[src/midi_track_event_parser_macros.svh]
// ----------------------------------------------------------------------------
// midi_track_event_parser_macros.svh
// Assertion macros shared by the parser RTL. They sample on clk and are
// disabled while rst_n is low.
// ----------------------------------------------------------------------------
`ifndef MIDI_TRACK_EVENT_PARSER_MACROS_SVH
`define MIDI_TRACK_EVENT_PARSER_MACROS_SVH

// Check that a condition implies another in the same cycle
`define MTP_ASSERT_SAME(label, ante, cons, msg) \
    label: assert property (@(posedge clk) disable iff (!rst_n) (ante) |-> (cons)) \
        else $error(msg);

// Check that a condition implies another in the next cycle
`define MTP_ASSERT_NEXT(label, ante, cons, msg) \
    label: assert property (@(posedge clk) disable iff (!rst_n) (ante) |=> (cons)) \
        else $error(msg);

`endif

[src/mtp_pkg.sv]
// ----------------------------------------------------------------------------
// mtp_pkg
// Types, codes and constants of the MIDI track event parser.
// ----------------------------------------------------------------------------
`default_nettype none

package mtp_pkg;

    // Default tick accumulator width
    localparam int DEF_TICK_WIDTH = 32;

    // Parser phases
    typedef enum logic [3:0] {
        PH_DELTA    = 4'd0,
        PH_STATUS   = 4'd1,
        PH_SYSLEN   = 4'd2,
        PH_METATYPE = 4'd3,
        PH_METALEN  = 4'd4,
        PH_SKIP     = 4'd5,
        PH_TEMPO    = 4'd6,
        PH_DATA1    = 4'd7,
        PH_DATA2    = 4'd8
    } phase_t;

    // Event kinds
    typedef enum logic [4:0] {
        EV_NOTEOFF    = 5'd0,
        EV_NOTEON     = 5'd1,
        EV_KEYPRESS   = 5'd2,
        EV_VOLUME     = 5'd3,
        EV_PAN        = 5'd4,
        EV_EXPRESSION = 5'd5,
        EV_SUSTAIN    = 5'd6,
        EV_SOUNDSOFF  = 5'd7,
        EV_RESETCTL   = 5'd8,
        EV_NOTESOFF   = 5'd9,
        EV_MONO       = 5'd10,
        EV_POLY       = 5'd11,
        EV_BANK       = 5'd12,
        EV_PITCHSENS  = 5'd13,
        EV_PROGRAM    = 5'd14,
        EV_PITCHWHEEL = 5'd15,
        EV_TEMPO      = 5'd16,
        EV_EOT        = 5'd17
    } kind_t;

    // Status classes (status byte bits 6:4)
    localparam logic [2:0] ST_NOTEOFF    = 3'd0;
    localparam logic [2:0] ST_NOTEON     = 3'd1;
    localparam logic [2:0] ST_KEYPRESS   = 3'd2;
    localparam logic [2:0] ST_CONTROL    = 3'd3;
    localparam logic [2:0] ST_PROGRAM    = 3'd4;
    localparam logic [2:0] ST_CHANPRESS  = 3'd5;
    localparam logic [2:0] ST_PITCHWHEEL = 3'd6;
    localparam logic [2:0] ST_SYSTEM     = 3'd7;

    // Special bytes
    localparam logic [7:0] BYTE_SYSEX      = 8'hF0;
    localparam logic [7:0] BYTE_SYSEX_CONT = 8'hF7;
    localparam logic [7:0] BYTE_META       = 8'hFF;
    localparam logic [7:0] META_EOT        = 8'h2F;
    localparam logic [7:0] META_TEMPO      = 8'h51;

    // Controller numbers
    localparam logic [6:0] CC_BANK       = 7'd0;
    localparam logic [6:0] CC_DATA_ENTRY = 7'd6;
    localparam logic [6:0] CC_VOLUME     = 7'd7;
    localparam logic [6:0] CC_PAN        = 7'd10;
    localparam logic [6:0] CC_EXPRESSION = 7'd11;
    localparam logic [6:0] CC_SUSTAIN    = 7'd64;
    localparam logic [6:0] CC_NRPN_LSB   = 7'd98;
    localparam logic [6:0] CC_NRPN_MSB   = 7'd99;
    localparam logic [6:0] CC_RPN_LSB    = 7'd100;
    localparam logic [6:0] CC_RPN_MSB    = 7'd101;
    localparam logic [6:0] CC_SOUNDSOFF  = 7'd120;
    localparam logic [6:0] CC_RESETCTL   = 7'd121;
    localparam logic [6:0] CC_NOTESOFF   = 7'd123;
    localparam logic [6:0] CC_MONO       = 7'd126;
    localparam logic [6:0] CC_POLY       = 7'd127;

    // Parameter numbers seen by data entry
    localparam logic [13:0] PARAM_PITCHSENS = 14'h0000;
    localparam logic [13:0] PARAM_NULL      = 14'h3FFF;
    localparam logic [6:0]  NULL_PITCHSENS  = 7'd2;
    localparam logic [2:0]  TEMPO_LEN       = 3'd3;

    // Table write request
    typedef struct packed {
        logic       en;
        logic       lsb;
        logic [3:0] chan;
        logic [6:0] value;
    } param_wr_t;

    // Event waiting for its table lookup
    typedef struct packed {
        kind_t       kind;
        logic [31:0] tick;
        logic [3:0]  chan;
        logic [6:0]  key;
        logic [6:0]  vel;
        logic [23:0] tempo;
        logic        dentry;
    } pending_t;

endpackage

`default_nettype wire

[src/mtp_param_store.sv]
// ----------------------------------------------------------------------------
// mtp_param_store
// Per-channel RPN/NRPN parameter number store: two 16x7 memories with one
// write and one registered read per cycle, and valid bits for clearing.
// ----------------------------------------------------------------------------
`default_nettype none

module mtp_param_store
    import mtp_pkg::*;
(
    input  wire logic        clk,
    input  wire logic        rst_n,
    input  wire logic        clear,
    input  wire param_wr_t   wr,
    input  wire logic        rd_en,
    input  wire logic [3:0]  rd_chan,
    output logic      [13:0] rd_word
);

    logic [6:0]  msb_mem [16];
    logic [6:0]  lsb_mem [16];
    logic [15:0] msb_valid_reg;
    logic [15:0] lsb_valid_reg;
    logic [15:0] msb_valid_next;
    logic [15:0] lsb_valid_next;
    logic [13:0] rd_word_reg;

    // Set valid on write, drop all on clear
    always_comb
    begin
        msb_valid_next = msb_valid_reg;
        lsb_valid_next = lsb_valid_reg;
        if (clear)
        begin
            msb_valid_next = '0;
            lsb_valid_next = '0;
        end
        else if (wr.en && !wr.lsb)
        begin
            msb_valid_next[wr.chan] = 1'b1;
        end
        else if (wr.en && wr.lsb)
        begin
            lsb_valid_next[wr.chan] = 1'b1;
        end
    end

    always_ff @(posedge clk or negedge rst_n)
    begin
        if (!rst_n)
        begin
            msb_valid_reg <= '0;
            lsb_valid_reg <= '0;
        end
        else
        begin
            msb_valid_reg <= msb_valid_next;
            lsb_valid_reg <= lsb_valid_next;
        end
    end

    // Write the selected half
    always_ff @(posedge clk)
    begin
        if (wr.en && !wr.lsb)
        begin
            msb_mem[wr.chan] <= wr.value;
        end
        if (wr.en && wr.lsb)
        begin
            lsb_mem[wr.chan] <= wr.value;
        end
    end

    // Registered read; an entry never written reads as zero
    always_ff @(posedge clk)
    begin
        if (rd_en)
        begin
            rd_word_reg <= {msb_valid_reg[rd_chan] ? msb_mem[rd_chan] : 7'd0,
                            lsb_valid_reg[rd_chan] ? lsb_mem[rd_chan] : 7'd0};
        end
    end

    assign rd_word = rd_word_reg;

endmodule

`default_nettype wire

[src/midi_track_event_parser.sv]
// ----------------------------------------------------------------------------
// midi_track_event_parser
// Parses standard MIDI file track data, one byte per request, into events.
// ----------------------------------------------------------------------------
// The parser takes one track byte per clock cycle unless the master side
// stalls while the pending event and the output register are both full.
// It gives at most one event per byte. The parse and the read of the
// per-channel parameter memory fill the pending event, which then moves to
// the output register; the two let the input keep flowing while one result
// waits. Delta times accumulate into a TICK_WIDTH tick counter whose low 32
// bits go out with each event. A request with tuser set restarts the track.
// ----------------------------------------------------------------------------
`default_nettype none

`include "midi_track_event_parser_macros.svh"

module midi_track_event_parser
    import mtp_pkg::*;
#(
    parameter int TICK_WIDTH = DEF_TICK_WIDTH
)
(
    input  wire logic        clk,
    input  wire logic        rst_n,
    input  wire logic        s_tvalid,
    output logic             s_tready,
    input  wire logic [7:0]  s_tdata,   // [7:0] data_byte
    input  wire logic        s_tuser,   // [0] start_of_track
    output logic             m_tvalid,
    input  wire logic        m_tready,
    // [4:0] event_kind, [36:5] tick_time, [40:37] channel,
    // [47:41] key_or_value, [54:48] velocity, [78:55] tempo_us, [79] zero
    output logic      [79:0] m_tdata
);

    localparam int TICK_EXT = (TICK_WIDTH > 32) ? TICK_WIDTH : 32;

    // Parser state
    phase_t                  phase_reg,  phase_next;
    logic [TICK_WIDTH-1:0]   tick_reg,   tick_next;
    logic [31:0]             delta_reg,  delta_next;
    logic [2:0]              status_reg, status_next;
    logic [3:0]              chan_reg,   chan_next;
    logic                    nrpn_reg,   nrpn_next;
    logic [7:0]              meta_reg,   meta_next;
    logic [31:0]             skip_reg,   skip_next;
    logic [6:0]              first_reg,  first_next;
    logic [15:0]             tempo_reg,  tempo_next;
    logic                    ended_reg,  ended_next;

    // Pipeline registers
    logic                    p_valid_reg;
    pending_t                p_reg;
    logic                    out_valid_reg;
    pending_t                out_reg;

    logic                    s_accept;
    logic                    p_move;
    logic [7:0]              c;
    logic [31:0]             delta_sum;
    logic [31:0]             skip_sum;
    logic [31:0]             skip_dec;
    logic [TICK_EXT-1:0]     tick_ext;
    pending_t                ev;
    logic                    ev_valid;
    param_wr_t               wr;
    logic                    rd_en;
    logic [13:0]             rd_word;
    pending_t                fin;
    logic                    keep;

    assign c        = s_tdata;
    assign p_move   = !out_valid_reg || m_tready;
    assign s_tready = !p_valid_reg || p_move;
    assign s_accept = s_tvalid && s_tready;

    assign delta_sum = delta_reg + {25'd0, c[6:0]};
    assign skip_sum  = skip_reg + {25'd0, c[6:0]};
    assign skip_dec  = skip_reg - 32'd1;
    assign tick_ext  = TICK_EXT'(tick_reg);

    // Parse one byte: next state, event and table access
    always_comb
    begin
        phase_next  = phase_reg;
        tick_next   = tick_reg;
        delta_next  = delta_reg;
        status_next = status_reg;
        chan_next   = chan_reg;
        nrpn_next   = nrpn_reg;
        meta_next   = meta_reg;
        skip_next   = skip_reg;
        first_next  = first_reg;
        tempo_next  = tempo_reg;
        ended_next  = ended_reg;
        ev_valid    = 1'b0;
        ev.kind     = EV_NOTEOFF;
        ev.tick     = tick_ext[31:0];
        ev.chan     = chan_reg;
        ev.key      = '0;
        ev.vel      = '0;
        ev.tempo    = '0;
        ev.dentry   = 1'b0;
        wr.en       = 1'b0;
        wr.lsb      = 1'b0;
        wr.chan     = chan_reg;
        wr.value    = c[6:0];
        rd_en       = 1'b0;

        if (s_accept && s_tuser)
        begin
            // Restart the track
            phase_next  = PH_DELTA;
            tick_next   = '0;
            delta_next  = '0;
            status_next = '0;
            chan_next   = '0;
            nrpn_next   = 1'b0;
            meta_next   = '0;
            skip_next   = '0;
            first_next  = '0;
            tempo_next  = '0;
            ended_next  = 1'b0;
        end
        else if (s_accept && !ended_reg)
        begin
            case (phase_reg)
                PH_DELTA:
                begin
                    if (c[7])
                    begin
                        delta_next = delta_sum << 7;
                    end
                    else
                    begin
                        tick_next  = tick_reg + TICK_WIDTH'(delta_sum);
                        delta_next = '0;
                        phase_next = PH_STATUS;
                    end
                end
                PH_STATUS, PH_DATA1:
                begin
                    if (phase_reg == PH_STATUS && (c == BYTE_SYSEX || c == BYTE_SYSEX_CONT))
                    begin
                        skip_next  = '0;
                        phase_next = PH_SYSLEN;
                    end
                    else if (phase_reg == PH_STATUS && c == BYTE_META)
                    begin
                        phase_next = PH_METATYPE;
                    end
                    else if (phase_reg == PH_STATUS && c[7])
                    begin
                        chan_next   = c[3:0];
                        status_next = c[6:4];
                        phase_next  = PH_DATA1;
                    end
                    else
                    begin
                        // First data byte
                        first_next = c[6:0];
                        case (status_reg)
                            ST_PROGRAM:
                            begin
                                phase_next = PH_DELTA;
                                ev_valid   = 1'b1;
                                ev.kind    = EV_PROGRAM;
                                ev.key     = c[6:0];
                            end
                            ST_CHANPRESS, ST_SYSTEM:
                            begin
                                phase_next = PH_DELTA;
                            end
                            default:
                            begin
                                phase_next = PH_DATA2;
                            end
                        endcase
                    end
                end
                PH_SYSLEN:
                begin
                    if (c[7])
                    begin
                        skip_next = skip_sum << 7;
                    end
                    else
                    begin
                        skip_next  = skip_sum;
                        phase_next = (skip_sum == '0) ? PH_DELTA : PH_SKIP;
                    end
                end
                PH_METATYPE:
                begin
                    meta_next  = c;
                    skip_next  = '0;
                    phase_next = PH_METALEN;
                end
                PH_METALEN:
                begin
                    if (c[7])
                    begin
                        skip_next = skip_sum << 7;
                    end
                    else
                    begin
                        skip_next = skip_sum;
                        if (meta_reg == META_EOT)
                        begin
                            ended_next = 1'b1;
                            phase_next = PH_DELTA;
                            ev_valid   = 1'b1;
                            ev.kind    = EV_EOT;
                            ev.chan    = '0;
                        end
                        else if (meta_reg == META_TEMPO && skip_sum == 32'(TEMPO_LEN))
                        begin
                            tempo_next = '0;
                            phase_next = PH_TEMPO;
                        end
                        else
                        begin
                            phase_next = (skip_sum == '0) ? PH_DELTA : PH_SKIP;
                        end
                    end
                end
                PH_SKIP:
                begin
                    skip_next = skip_dec;
                    if (skip_dec == '0)
                    begin
                        phase_next = PH_DELTA;
                    end
                end
                PH_TEMPO:
                begin
                    skip_next = skip_dec;
                    if (skip_dec != '0)
                    begin
                        tempo_next = {tempo_reg[7:0], c};
                    end
                    else
                    begin
                        phase_next = PH_DELTA;
                        ev_valid   = 1'b1;
                        ev.kind    = EV_TEMPO;
                        ev.chan    = '0;
                        ev.tempo   = {tempo_reg, c};
                    end
                end
                PH_DATA2:
                begin
                    phase_next = PH_DELTA;
                    ev.key     = first_reg;
                    case (status_reg)
                        ST_NOTEOFF:
                        begin
                            ev_valid = 1'b1;
                            ev.kind  = EV_NOTEOFF;
                            ev.vel   = c[6:0];
                        end
                        ST_NOTEON:
                        begin
                            ev_valid = 1'b1;
                            ev.kind  = EV_NOTEON;
                            ev.vel   = c[6:0];
                        end
                        ST_KEYPRESS:
                        begin
                            ev_valid = 1'b1;
                            ev.kind  = EV_KEYPRESS;
                            ev.vel   = c[6:0];
                        end
                        ST_PITCHWHEEL:
                        begin
                            ev_valid = 1'b1;
                            ev.kind  = EV_PITCHWHEEL;
                            ev.vel   = c[6:0];
                        end
                        ST_CONTROL:
                        begin
                            // Controller value goes in the key field
                            ev.key = c[6:0];
                            case (first_reg)
                                CC_VOLUME:
                                begin
                                    ev_valid = 1'b1;
                                    ev.kind  = EV_VOLUME;
                                end
                                CC_PAN:
                                begin
                                    ev_valid = 1'b1;
                                    ev.kind  = EV_PAN;
                                end
                                CC_EXPRESSION:
                                begin
                                    ev_valid = 1'b1;
                                    ev.kind  = EV_EXPRESSION;
                                end
                                CC_SUSTAIN:
                                begin
                                    ev_valid = 1'b1;
                                    ev.kind  = EV_SUSTAIN;
                                    ev.key   = {6'd0, c[6]};
                                end
                                CC_SOUNDSOFF:
                                begin
                                    ev_valid = 1'b1;
                                    ev.kind  = EV_SOUNDSOFF;
                                end
                                CC_RESETCTL:
                                begin
                                    ev_valid = 1'b1;
                                    ev.kind  = EV_RESETCTL;
                                end
                                CC_NOTESOFF:
                                begin
                                    ev_valid = 1'b1;
                                    ev.kind  = EV_NOTESOFF;
                                end
                                CC_MONO:
                                begin
                                    ev_valid = 1'b1;
                                    ev.kind  = EV_MONO;
                                end
                                CC_POLY:
                                begin
                                    ev_valid = 1'b1;
                                    ev.kind  = EV_POLY;
                                end
                                CC_BANK:
                                begin
                                    ev_valid = 1'b1;
                                    ev.kind  = EV_BANK;
                                end
                                CC_RPN_MSB, CC_RPN_LSB, CC_NRPN_MSB, CC_NRPN_LSB:
                                begin
                                    // Select the parameter for this channel
                                    nrpn_next = (first_reg == CC_NRPN_MSB) ||
                                                (first_reg == CC_NRPN_LSB);
                                    wr.en     = 1'b1;
                                    wr.lsb    = (first_reg == CC_RPN_LSB) ||
                                                (first_reg == CC_NRPN_LSB);
                                end
                                CC_DATA_ENTRY:
                                begin
                                    // Look up the selected RPN, decide later
                                    if (!nrpn_reg)
                                    begin
                                        ev_valid  = 1'b1;
                                        ev.kind   = EV_PITCHSENS;
                                        ev.dentry = 1'b1;
                                        rd_en     = 1'b1;
                                    end
                                end
                                default:
                                begin
                                end
                            endcase
                        end
                        default:
                        begin
                        end
                    endcase
                end
                default:
                begin
                    phase_next = PH_DELTA;
                end
            endcase
        end
    end

    always_ff @(posedge clk or negedge rst_n)
    begin
        if (!rst_n)
        begin
            phase_reg  <= PH_DELTA;
            tick_reg   <= '0;
            delta_reg  <= '0;
            status_reg <= '0;
            chan_reg   <= '0;
            nrpn_reg   <= 1'b0;
            meta_reg   <= '0;
            skip_reg   <= '0;
            first_reg  <= '0;
            tempo_reg  <= '0;
            ended_reg  <= 1'b0;
        end
        else
        begin
            phase_reg  <= phase_next;
            tick_reg   <= tick_next;
            delta_reg  <= delta_next;
            status_reg <= status_next;
            chan_reg   <= chan_next;
            nrpn_reg   <= nrpn_next;
            meta_reg   <= meta_next;
            skip_reg   <= skip_next;
            first_reg  <= first_next;
            tempo_reg  <= tempo_next;
            ended_reg  <= ended_next;
        end
    end

    // Per-channel parameter number memory
    mtp_param_store u_store (
        .clk     (clk),
        .rst_n   (rst_n),
        .clear   (s_accept && s_tuser),
        .wr      (wr),
        .rd_en   (rd_en),
        .rd_chan (chan_reg),
        .rd_word (rd_word)
    );

    // Resolve data entry against the looked-up parameter number
    always_comb
    begin
        fin  = p_reg;
        keep = 1'b1;
        if (p_reg.dentry)
        begin
            if (rd_word == PARAM_PITCHSENS)
            begin
                fin.kind = EV_PITCHSENS;
            end
            else if (rd_word == PARAM_NULL)
            begin
                fin.key = NULL_PITCHSENS;
            end
            else
            begin
                keep = 1'b0;
            end
        end
    end

    // Advance the valid flags
    always_ff @(posedge clk or negedge rst_n)
    begin
        if (!rst_n)
        begin
            p_valid_reg   <= 1'b0;
            out_valid_reg <= 1'b0;
        end
        else
        begin
            if (s_tready)
            begin
                p_valid_reg <= s_accept && ev_valid;
            end
            if (p_move)
            begin
                out_valid_reg <= p_valid_reg && keep;
            end
        end
    end

    // Hold payloads until they move on
    always_ff @(posedge clk)
    begin
        if (s_accept)
        begin
            p_reg <= ev;
        end
        if (p_move)
        begin
            out_reg <= fin;
        end
    end

    assign m_tvalid = out_valid_reg;
    assign m_tdata  = {1'b0, out_reg.tempo, out_reg.vel, out_reg.key, out_reg.chan,
                       out_reg.tick, out_reg.kind};

    `MTP_ASSERT_NEXT(a_restart_clears, s_accept && s_tuser,
        tick_reg == '0 && phase_reg == PH_DELTA && !ended_reg,
        "track restart did not clear parser state")
    `MTP_ASSERT_NEXT(a_ended_frozen, s_accept && !s_tuser && ended_reg,
        $stable(tick_reg) && $stable(phase_reg) && !p_valid_reg,
        "parser moved after end of track")
    `MTP_ASSERT_SAME(a_lookup_phase, rd_en,
        phase_reg == PH_DATA2 && status_reg == ST_CONTROL && !nrpn_reg,
        "parameter lookup outside RPN data entry")
    `MTP_ASSERT_SAME(a_global_chan, out_valid_reg && (out_reg.kind == EV_EOT ||
        out_reg.kind == EV_TEMPO), out_reg.chan == '0 && out_reg.key == '0,
        "tempo or end event carries channel data")

endmodule

`default_nettype wire

[config.mk]
export PLATFORM = sky130hd
export DESIGN_NAME = midi_track_event_parser
export DESIGN_NICKNAME = d
export VERILOG_FILES = /design/src/mtp_pkg.sv /design/src/mtp_param_store.sv /design/src/midi_track_event_parser.sv
export VERILOG_INCLUDE_DIRS = /design/src /design/src/src
export SDC_FILE = /design/constraint.sdc
export NUM_CORES = 1
export LEC_CHECK = 0
export ABC_CLOCK_PERIOD_IN_PS = 6500
export BUFFER_PORTS_ARGS = -buffer_cell sky130_fd_sc_hd__buf_2
export CAP_MARGIN = 20
export CORE_MARGIN = 2
export CORE_UTILIZATION = 45
export DETAILED_ROUTE_END_ITERATION = 16
export PLACE_DENSITY = 0.66
export SETUP_SLACK_MARGIN = 0.3
export SLEW_MARGIN = 20
export SYNTH_ARGS = -nofsm -noshare
export SYNTH_HDL_FRONTEND = slang
export SYNTH_HIERARCHICAL = 1
export SYNTH_SLANG_ARGS = --single-unit
[constraint.sdc]
create_clock -name clk -period 6.5 [get_ports clk]
set_input_delay 0 -clock clk [delete_from_list [all_inputs] [get_ports clk]]
set_output_delay 0 -clock clk [all_outputs]
set_load 0.005 [all_outputs]
==> After elaboration in Yosys (flattened, before gate mapping) <==
Memories as Yosys holds them, arrays and structs flattened. A register that Yosys moved wholly into a read port is not among the register bits.
Cells that the tools add are included.
{ "word_totals": {"out_inout_bits": 82, "reg_bits": 333, "mem_bits_rw": 224, "n_memories": 2, "input_bits": 13, "elab_cells": 297} }
{ "classes": {"bitwise_logic": 6, "n_reduce_logical": 65, "magnitude_cmp": 2, "mux": 140, "eq_ne": 50, "add_sub_neg": 4} }
{ "memory_table": {"columns": ["memory", "depth", "word_bits", "read_ports", "rd_ports_with_merged_regs", "write_ports", "line_no", "source"], "rows": [
  ["u_store.lsb_mem", 16, 7, 1, 1, 1, "mtp_param_store.sv:21", "logic [6:0] lsb_mem [16];"],
  ["u_store.msb_mem", 16, 7, 1, 1, 1, "mtp_param_store.sv:20", "logic [6:0] msb_mem [16];"]
]} }
{ "ops": {"columns": ["cell", "count"], "rows": [
  ["2-to-1 mux 32 bit", 12],
  ["2-to-1 mux 16 bit", 11],
  ["one-hot mux 32 bit (4 select lines)", 1],
  ["2-to-1 mux 7 bit", 17],
  ["2-to-1 mux 4 bit", 25],
  ["2-to-1 mux 43 bit", 2],
  ["equality test 7 bit, second input constant", 10],
  ["adder 32 x 7 -> 32 bit", 2],
  ["logical NOT 32 bit", 2],
  ["2-to-1 mux 24 bit", 2],
  ["one-hot mux 4 bit (11 select lines)", 1],
  ["2-to-1 mux 1 bit", 35],
  ["adder 32 bit", 1],
  ["equality test 32 x 2 -> 1 bit, second input constant", 1],
  ["bitwise OR 16 bit", 2],
  ["one-hot mux 16 bit (2 select lines)", 1],
  ["nonzero test 32 bit", 1],
  ["subtractor 32 x 1 -> 32 bit, second input constant", 1],
  ["one-hot mux 4 bit (7 select lines)", 1],
  ["2-to-1 mux 3 bit", 9],
  ["inequality test 3 x 2 -> 1 bit, second input constant", 9],
  ["2-to-1 mux 5 bit", 5],
  ["equality test 8 bit, second input constant", 3],
  ["2-to-1 mux 8 bit", 3],
  ["44 further kinds", 110]
]} }

==> Longest topological paths before layout <==
Gate-level depths: netlist (run 1).
{ "logic_depth": {"ltp_word": 11, "mapped_depth": 14, "mapped_depth_nobuf": 12} }

==> By module <==
Netlist (run 1), hierarchy kept.
{ "modules_own_cells": {"columns": ["mod", "area_per_inst_um2", "instances", "seq_area_each_um2", "cells_each"], "rows": [
  ["midi_track_event_parser", 16178.0, 1, 8152.8, 1634],
  ["mtp_param_store", 10461.3, 1, 7947.6, 521]
]} }

==> Worst setup path after synthesis (run 1) <==
No wires, ideal clock.
{ "synth_path": {"path_kind": "register to register", "startpoint": "register out_valid_reg, in the netlist m_tvalid", "endpoint": "memory u_store.msb_mem[0][0], enable pin", "t_required_ns": 6.133, "path_buffers": 0, "path_slack_ns": 1.849, "t_arrival_ns": 4.284, "setup_time_ns": 0.367, "synth_period_minus_slack_ns": 4.651, "path_stages_with_launch": 9, "path_cell_list": "dfrtp_1 nand3b_1 nand2_1 inv_1 nand2b_1 nor2_1 and3_1 or4b_2 nor2_1"} }
{ "synth_lines": {"columns": ["element", "line_no", "source"], "rows": [
  ["from (decl)", "midi_track_event_parser.sv:54", "logic out_valid_reg;"],
  ["from (signal assigned)", "midi_track_event_parser.sv:455", "out_valid_reg <= p_valid_reg && keep;"],
  ["to (decl)", "mtp_param_store.sv:20", null]
]} }

==> Worst setup path in the final report (run 1) <==
{ "layout_path": {"startpoint": "register skip_reg[0]", "endpoint": "register tempo_reg[13]"} }
{ "layout_via": {"elab_chain_cells": 5, "word_cells_on_any_way": 8, "classes_between": "2 x add/sub; 3 x eq/ne; 3 x reduce/logical"} }
{ "layout_rtl": {"columns": ["element", "line_no", "source"], "rows": [
  ["from (decl)", "midi_track_event_parser.sv:46", "logic [31:0] skip_reg, skip_next;"],
  ["from (signal assigned)", "midi_track_event_parser.sv:399", "skip_reg <= skip_next;"],
  ["adder 32 x 7 -> 32 bit", "midi_track_event_parser.sv:78", "assign skip_sum = skip_reg + {25'd0, c[6:0]};"],
  ["equality test 32 x 2 -> 1 bit", "midi_track_event_parser.sv:216", "else if (meta_reg == META_TEMPO && skip_sum == 32'(TEMPO_LEN))"],
  ["logical AND 1 bit", "midi_track_event_parser.sv:216", null],
  ["inequality test 3 x 2 -> 1 bit (no source line)", null, null],
  ["AND reduction 6 bit (no source line) *", null, null],
  ["to (signal assigned)", "midi_track_event_parser.sv:401", "tempo_reg <= tempo_next;"],
  ["to (decl)", "midi_track_event_parser.sv:48", "logic [15:0] tempo_reg, tempo_next;"]
]} }
Mark *: on every way between the ends. The rest lies on a longest branch, timed or not.
A chain may end at the register's enable or synchronous reset.

==> results.toml, run 1 <==
[timing]
skew_ps = 42.1
fmax_mhz = 209
fin_crit_ps = 4790
rsz0062_at_grt = "false"
fin_setup_tns_ps = 0
worst_slew_pin_slew_ps = 1020
slew_viol_final = 0
setup_viol = 0
slew_headroom = 0.319
report.final.hold_viol_count = 0
period_share = 0.737

[placement]
dp_hpwl_microns = 41900
place_area_sq_mm = 0.0276
io_buffers = 93
gp_congestion = 0.932

[clock_network]
cts_buffers = 55
cts_max_level = 2
hold_buffers = 7
cts_tree = "done"
cts_resized = 0
cts_sinks = 564
clk_pin_slew_ps = 70
ctsRootBufferMaster = "clkbuf_16"
ctsLongestPathBuffers = 3
insertion_delay_ps = 630
cts_setup_buffers = 0

[yosys]
synthMuxAreaShare = 0.0748
syn_inst = 2155
syn_area_per_cell_sq_um = 12.4
synth_area_leader_cell = "edfxtp_1"
async_reset_ff_frac = 0.296
synthAdderAreaFrac = 0.0203
yosys.area_share.xor_xnor = 0.0164
ys_warn_count = 6
synth_compound_area_frac = 0.106
synth_simple_gate_area_share = 0.151
synth_top_cell_area_share = 0.448
synth-edff-count = 397
yosysSeqAreaShare = 0.604
synth_area_leaders = "edfxtp_1, dfrtp_1, mux4_2, nor2_1, nand2_1"
syn_nets = 2210
synth_top_family_by_area = "simple AND/OR/NAND/NOR gates"
synth-main-ff-cell = "edfxtp_1"
synth_cell_types = 92
synth_area_sq_mm = 0.0266
ys_ff_latch = 564

[final_layout]
fin_util = 0.505
final_area_sq_mm = 0.0297
drive_gt1_frac = 0.134
nNetsFinal = 2254
seq_area_sq_mm = 0.0161
multi_input_area_sq_mm = 0.00985
fillers = 5005
final_cell_mix = "edfxtp_1, nor2_1, nand2_1"
final_common_cell = "edfxtp_1"
area_growth_syn_to_layout_pct = 11.4
num_antenna_cells = 0

[min_path]
hold_class = "in2reg"

[power_and_ir_drop]
p_seq_frac = 0.445
swShare = 0.304
internal-power_w = 0.00682
powerDensity_mw_per_mm2 = 330
p_clk_frac = 0.341
cellLeakagePower_nw = 11.1
power.net_switching_w = 0.00297
total_power_w = 0.00980
pwr-share-comb = 0.213
irDropWorstVdd_mv = 0.208

[setup_path]
slowest_delay_ps = 830
cp_num_buf_inv = 0
worstPathCellList = "ha_1, fa_1, a211oi_1, o21a_1, nor4_1, a2111oi_0, nand4_1, or4_1, nor3_1, a32o_1, mux2i_1"
crit_family = "compound AO/OA/AOI/OAI gates"
cpMaxStageDelayCell = "a32o_1"
worst-setup-path-type = "reg2reg"
crit_path_end_kind = "flip-flop"
r2r_setup_slack_ps = 1710
cp.arrival_ps = 5320
cp_max_fo = 16
cp-start-kind = "flip-flop"
worstPathRequired_ps = 7020

[drt]
dr.pass1.iters = 5
ant_nets = 0
first_iter_violations = 1609
drt-total-wl_microns = 65900
vias = 18000
wl_per_cell_microns = 21.8
vias_per_cell = 5.98
remaining_drc_errors = 0

[global_routing]
overflow = 0
grt_pass1_vias = 17700
grt_max_degree = 90
grt_pass1_wl_microns = 103000
grt.total_usage = 0.217
antenna_found_initial = 1

[floorplanning]
die_x_microns = 247
die_y_microns = 247
dieArea_sq_mm = 0.0612
pin_count = 95
initial_utilization = 0.453
rows = 89
core_area_sq_mm = 0.0588

[job]
drv_cap = 0

[run_status]
run_status = "finished clean"
-- path summary, 6_finish.rpt --
check                             from  cells after the start                    end
min in group asynchronous        rst_n                      2          tempo_reg[10]
max in group asynchronous        rst_n                      3            chan_reg[0]
max                        skip_reg[0]                     11          tempo_reg[13]
min reg2reg                    fin[41]                      0            m_tdata[39]
min                         s_tdata[4]                      2  u_store/msb_mem[4][4]
max reg2reg                skip_reg[0]                     11          tempo_reg[13]
-- power groups by stage --
stage               registers, W  clock network (W)  logic, W
detailed placement       0.00443                  0   0.00205
finish                   0.00436            0.00334   0.00209
global route             0.00440            0.00355   0.00229
CTS                      0.00436            0.00340   0.00207
global placement         0.00443                  0   0.00202
floorplan                0.00427                  0   0.00158
-- cells by family (layout without fill, tap and decap cells) --
family / after synthesis / after routing
xor+xnor: 50 / 50
simple gates: 792 / 792
other cells: 1 / 1
buf+inv: 160 / 251
mux: 113 / 113
compound gates: 433 / 433
fa+ha+maj: 42 / 42
flops: 564 / 564
-- stage by stage --
step	instances	hold WS, ps	setup slack (ps)
final	3019	17.0	1710
after global routing	3019	33.3	1410
after CTS	3018	9.80	1520
after detailed placement	2907	162	1530
after global placement	2907	149	1610
after floorplan	2155	-296	1850
-- metal layers --
metal  up-vias  routed length [microns]  track usage
li1       8252                        -            -
met1      9065                    27700        0.292
met2       616                    32500        0.367
met3       105                     4050       0.0326
met4         2                     1650       0.0627
met5         -                       13            0
-- Yosys cell counts, types with 6 or more instances --
master and n:
a211o_1 9, a211oi_1 13, a21o_1 17, a21oi_1 126
a22o_1 23, a22oi_1 48, a31oi_1 9, and2_1 48
and3_1 19, and4_1 6, buf_1 14, buf_2 13
clkbuf_1 95, dfrtp_1 167, edfxtp_1 397, ha_1 40
inv_1 20, mux2i_1 46, mux4_1 15, mux4_2 49
nand2_1 170, nand2b_1 27, nand3_1 66, nand3b_1 6
nand4_1 30, nand4b_1 10, nor2_1 239, nor2b_1 17
nor3_1 45, nor3b_1 12, nor4_1 25, nor4b_1 9
o211ai_1 12, o21a_1 9, o21ai_0 63, o21ai_1 23
o22ai_1 17, o31ai_1 9, or2_2 8, or3_1 21
or4_1 8, xnor2_1 30, xor2_1 20
-- cell type report --
cell class / count / area share
repair buffers: 125 / 0.0253
inverters: 22 / 0.00291
multi-input cells: 1431 / 0.332
clock inverters: 29 / 0.0138
flip-flops and latches: 564 / 0.543
clock buffers: 75 / 0.0509
well taps: 773 / 0.0326
Note: power is estimated with default switching activity, not from simulation.
==> inputs of run 2 (changes only) <==
--- a/config.mk
+++ b/config.mk
@@ -6,7 +6,7 @@
 export SDC_FILE = /design/constraint.sdc
 export NUM_CORES = 1
 export LEC_CHECK = 0
-export ABC_CLOCK_PERIOD_IN_PS = 6500
+export ABC_CLOCK_PERIOD_IN_PS = 4700
 export BUFFER_PORTS_ARGS = -buffer_cell sky130_fd_sc_hd__buf_2
 export CAP_MARGIN = 20
 export CORE_MARGIN = 2
==> constraint.sdc (replaced) <==
create_clock -name clk -period 4.7 [get_ports clk]
set_input_delay 0 -clock clk [delete_from_list [all_inputs] [get_ports clk]]
set_output_delay 0 -clock clk [all_outputs]
set_load 0.005 [all_outputs]
==> results.toml, run 2 (synthesis results as in run 1) <==
[run_status]
run_status = "finished clean"

[power_and_ir_drop]
cellLeakagePower_nw = 11.3
p_clk_frac = 0.327
power.net_switching_w = 0.00415
p_seq_frac = 0.450
pwr-share-comb = 0.223
swShare = 0.311
internal-power_w = 0.00920
irDropWorstVdd_mv = 0.311
powerDensity_mw_per_mm2 = 445

[placement]
dp_hpwl_microns = 44500
gp_congestion = 0.934
io_buffers = 93
place_area_sq_mm = 0.0280

[final_layout]
fin_util = 0.510
final_cell_mix = "edfxtp_1, nor2_1, nand2_1"
final_common_cell = "edfxtp_1"
nNetsFinal = 2304
seq_area_sq_mm = 0.0161
multi_input_area_sq_mm = 0.00984
drive_gt1_frac = 0.147
final_area_sq_mm = 0.0300
num_antenna_cells = 0
fillers = 5025
area_growth_syn_to_layout_pct = 12.5

[clock_network]
clk_pin_slew_ps = 70
cts_sinks = 564
cts_max_level = 2
insertion_delay_ps = 640
cts_buffers = 56
ctsLongestPathBuffers = 3
cts_tree = "done"
ctsRootBufferMaster = "clkbuf_16"

[global_routing]
grt_pass1_vias = 18000
grt.total_usage = 0.225
grt_max_degree = 104
grt_pass1_wl_microns = 106000
antenna_found_initial = 1
overflow = 0

[timing]
fmax_mhz = 243
rsz0062_at_grt = "false"
slew_headroom = 0.282
report.final.hold_viol_count = 0
slew_viol_final = 0
worst_slew_pin_slew_ps = 1080
fin_setup_tns_ps = 0
holdWs_ps = 44.0
period_share = 0.876
fin_crit_ps = 4120
setup_viol = 0
skew_ps = 51.2

[floorplanning]
die_y_microns = 247
pin_count = 95
core_area_sq_mm = 0.0588
dieArea_sq_mm = 0.0612
rows = 89
initial_utilization = 0.453
die_x_microns = 247

[setup_path]
cp_max_fo = 12
cp.arrival_ps = 4590
crit_path_end_kind = "flip-flop"
worstPathRequired_ps = 5170
cp-start-kind = "flip-flop"
worst-setup-path-type = "reg2reg"

[drt]
vias_per_cell = 5.99
first_iter_violations = 1731
ant_nets = 0
drt-total-wl_microns = 68400
wl_per_cell_microns = 22.3
remaining_drc_errors = 0
routed.top_layer = "met4"
vias = 18400
routed-wl-met2_microns = 32800
routed-wl-met3_microns = 3890
met1_length_microns = 29900
dr.pass1.iters = 7

[job]
drv_cap = 0

[min_path]
hold_class = "in2reg"
==> run 2: cell types whose count changed in the layout (fill, tap and decap cells not counted), sizes merged <==
| cell | before | now |
|---|---|---|
| bufinv | 8 | 4 |
| clkinvlp | 7 | 4 |
| clkbuf | 75 | 64 |
| dlygate4sd3 | 7 | 9 |
| buf | 118 | 165 |
| inv | 23 | 25 |
| clkinv | 13 | 30 |
==> run 2: cell type report <==
| class | instances | area share |
|---|---|---|
| Sequential cell | 564 | 0.537 |
| Clock buffer | 64 | 0.0478 |
| Timing Repair Buffer | 174 | 0.0387 |
| Tap cell | 773 | 0.0323 |
| Inverter | 22 | 0.00296 |
| Multi-Input combinational cell | 1431 | 0.328 |
| Clock inverter | 41 | 0.0125 |
==> run 2: per-stage QoR <==
stage | instances | total power [W] | setup slack [ps]
final | 3069 | 0.0133 | 581
after global routing | 3069 | 0.0139 | 355
after CTS | 3068 | 0.0134 | 492
after detailed placement | 2953 | 0.00901 | 572
after global placement | 2953 | 0.00897 | 714
after floorplan | 2155 | 0.00808 | 508
==> run 2: critical path, cell delays in order (launching register included) <==
cell	delay, ps
dfrtp_1	490
or4_4	620
or4_1	660
or4_1	510
xnor2_1	180
or4_1	580
nor4_4	340
o21ai_1	150
nand2_1	110
mux2_1	330
==> run 2: worst paths after layout <==
path / from / endpoint / slack (ps) / cells past startpoint
max: skip_reg[14] / phase_reg[3] / 580 / 9
min: s_tdata[3] / u_store/msb_mem[14][3] / 40 / 2
max reg2reg: skip_reg[14] / phase_reg[3] / 580 / 9
min reg2reg: fin[42] / m_tdata[40] / 420 / 0
max in group asynchronous: rst_n / tick_ext[11] / 3400 / 4
min in group asynchronous: rst_n / status_reg[1] / 390 / 3
==> run 2: metal layers <==
layer / up-vias / track usage
met3: 104 / 0.0298
li1: 8375 / -
met2: 637 / 0.368
met5: - / 0
met1: 9276 / 0.315
met4: 0 / 0.0678
==> run 2: repair_timing <==
| action | in CTS | in global routing |
|---|---|---|
| resized for setup | 0 | 1 |
| endpoints found under the setup margin | 0 | 13 |
| endpoints found under the hold margin | 97 | 0 |
| hold buffers | 10 | 0 |
| setup buffers | 0 | 0 |
==> run 2: power by group through the flow <==
stage / Sequential, W / Clock [W] / Combinational (W)
after floorplan: 0.00590 / 0 / 0.00218
after global placement: 0.00609 / 0 / 0.00287
after detailed placement: 0.00610 / 0 / 0.00291
after CTS: 0.00600 / 0.00446 / 0.00293
after global routing: 0.00605 / 0.00465 / 0.00324
final: 0.00600 / 0.00437 / 0.00297
==> inputs of run 3 (changes only) <==
--- a/config.mk
+++ b/config.mk
@@ -6,7 +6,7 @@
 export SDC_FILE = /design/constraint.sdc
 export NUM_CORES = 1
 export LEC_CHECK = 0
-export ABC_CLOCK_PERIOD_IN_PS = 4700
+export ABC_CLOCK_PERIOD_IN_PS = 4300
 export BUFFER_PORTS_ARGS = -buffer_cell sky130_fd_sc_hd__buf_2
 export CAP_MARGIN = 20
 export CORE_MARGIN = 2
==> constraint.sdc (replaced) <==
create_clock -name clk -period 4.3 [get_ports clk]
set_input_delay 0 -clock clk [delete_from_list [all_inputs] [get_ports clk]]
set_output_delay 0 -clock clk [all_outputs]
set_load 0.005 [all_outputs]
==> results.toml, run 3 (synthesis results as in run 1) <==
[setup_path]
worstPathCellList = "or4_4, or4_4, or4_1, xnor2_1, or4_1, nor4_4, buf_4, o21ai_1, nand2_1, mux2_1"
cp_num_buf_inv = 1
cp.arrival_ps = 4370
cpMaxStageDelayCell = "or4_4"
cp_max_fo = 7
worstPathRequired_ps = 4810
crit_family = "simple AND/OR/NAND/NOR gates"
worst-setup-path-type = "reg2reg"
slowest_delay_ps = 580
cp-start-kind = "flip-flop"
crit_path_end_kind = "flip-flop"

[clock_network]
cts_tree = "done"
clk_pin_slew_ps = 70
ctsLongestPathBuffers = 3
insertion_delay_ps = 620
cts_max_level = 2
cts_buffers = 56
ctsRootBufferMaster = "clkbuf_16"
cts_sinks = 564

[final_layout]
drive_gt1_frac = 0.167
num_antenna_cells = 0
final_cell_mix = "edfxtp_1, nor2_1, nand2_1"
nNetsFinal = 2330
final_common_cell = "edfxtp_1"
final_area_sq_mm = 0.0304
area_growth_syn_to_layout_pct = 14.1

[power_and_ir_drop]
irDropWorstVdd_mv = 0.370
powerDensity_mw_per_mm2 = 500
cellLeakagePower_nw = 11.5

[timing]
setup_viol = 0
rsz0062_at_grt = "false"
fin_crit_ps = 3860
period_share = 0.897
worst_slew_pin_slew_ps = 946
report.final.hold_viol_count = 0
slew_viol_final = 0
fmax_mhz = 259
fin_setup_tns_ps = 0
skew_ps = 28.4
slew_headroom = 0.367

[global_routing]
grt_pass1_vias = 17900
overflow = 0
antenna_found_initial = 0
grt_pass1_wl_microns = 105000
grt.total_usage = 0.222
grt_max_degree = 104

[placement]
dp_hpwl_microns = 44400
gp_congestion = 0.944
io_buffers = 93
place_area_sq_mm = 0.0282

[floorplanning]
initial_utilization = 0.453
rows = 89
die_x_microns = 247
core_area_sq_mm = 0.0588
dieArea_sq_mm = 0.0612
die_y_microns = 247
pin_count = 95

[run_status]
run_status = "finished clean"

[drt]
vias_per_cell = 5.95
vias = 18400
ant_nets = 0
first_iter_violations = 1564
dr.pass1.iters = 7
remaining_drc_errors = 0
drt-total-wl_microns = 67600
wl_per_cell_microns = 21.8

[job]
drv_cap = 0

[min_path]
hold_class = "in2reg"
[run 3: cell types whose count changed in the layout (fill, tap and decap cells not counted), moves of 3 or more]
cell,before,now
clkinv_2,8,5
clkinvlp_4,4,7
dlygate4sd3_1,9,6
clkinv_1,18,5
bufinv_16,4,11
clkbuf_8,0,6
clkbuf_1,8,12
buf_4,68,99
[run 3: path summary, 6_finish.rpt]
kind,startpoint,endpoint,slack (ps),cells past startpoint
hold / removal,s_tdata[0],u_store/msb_mem[4][0],20,2
max in group asynchronous,rst_n,ended_reg,3150,3
setup reg to reg,skip_reg[14],phase_reg[3],440,10
min in group asynchronous,rst_n,u_store/lsb_valid_reg[10],60,2
setup / recovery,skip_reg[14],phase_reg[3],440,10
hold reg to reg,fin[53],m_tdata[15],420,0
[run 3: layout make-up]
class	count	area, sq um
Inverter	22	88.8
Clock buffer	74	1540
Timing Repair Buffer	200	1320
Fill cell	4993	28400
Tap cell	773	967
Clock inverter	31	487
Sequential cell	564	16100
Multi-Input combinational cell	1431	9900
[run 3: routing by layer]
layer  global-route usage  wire length (microns)  share of wire  vias up
li1                     -                      -              -     8408
met1                0.308                  28800           0.43     9198
met2                0.365                  32900           0.49      680
met3               0.0307                   4110          0.061      128
met4               0.0643                   1820          0.027        0
met5                    0                      0              0        -
[run 3: per-stage QoR]
stage | hold slack (ps) | total power, W | util | std cells | setup slack (ps)
after CTS | 0.578 | 0.0152 | 0.516 | 3092 | 363
after floorplan | -296 | 0.00884 | - | 2155 | 228
after global routing | 26.7 | 0.0158 | 0.517 | 3095 | 303
after detailed placement | 213 | 0.00987 | 0.480 | 2981 | 135
after global placement | 185 | 0.00984 | 0.480 | 2981 | 206
final | 21.8 | 0.0152 | 0.517 | 3095 | 441
[run 3: timing repair]
item | 4_1_cts | 5_1_grt
hold buffers | 6 | 0
hold endpoints to repair | 117 | 0
cloned | 0 | 0
resized for setup | 3 | 9
setup buffers | 0 | 3
pin swaps | 0 | 5
endpoints found under the setup margin | 18 | 43
[run 3: power breakdown]
part           internal [W]  leakage (nW)  switching [W]
Combinational       0.00127          4.37        0.00210
Clock               0.00320         0.966        0.00210
Sequential          0.00618          6.19       0.000339
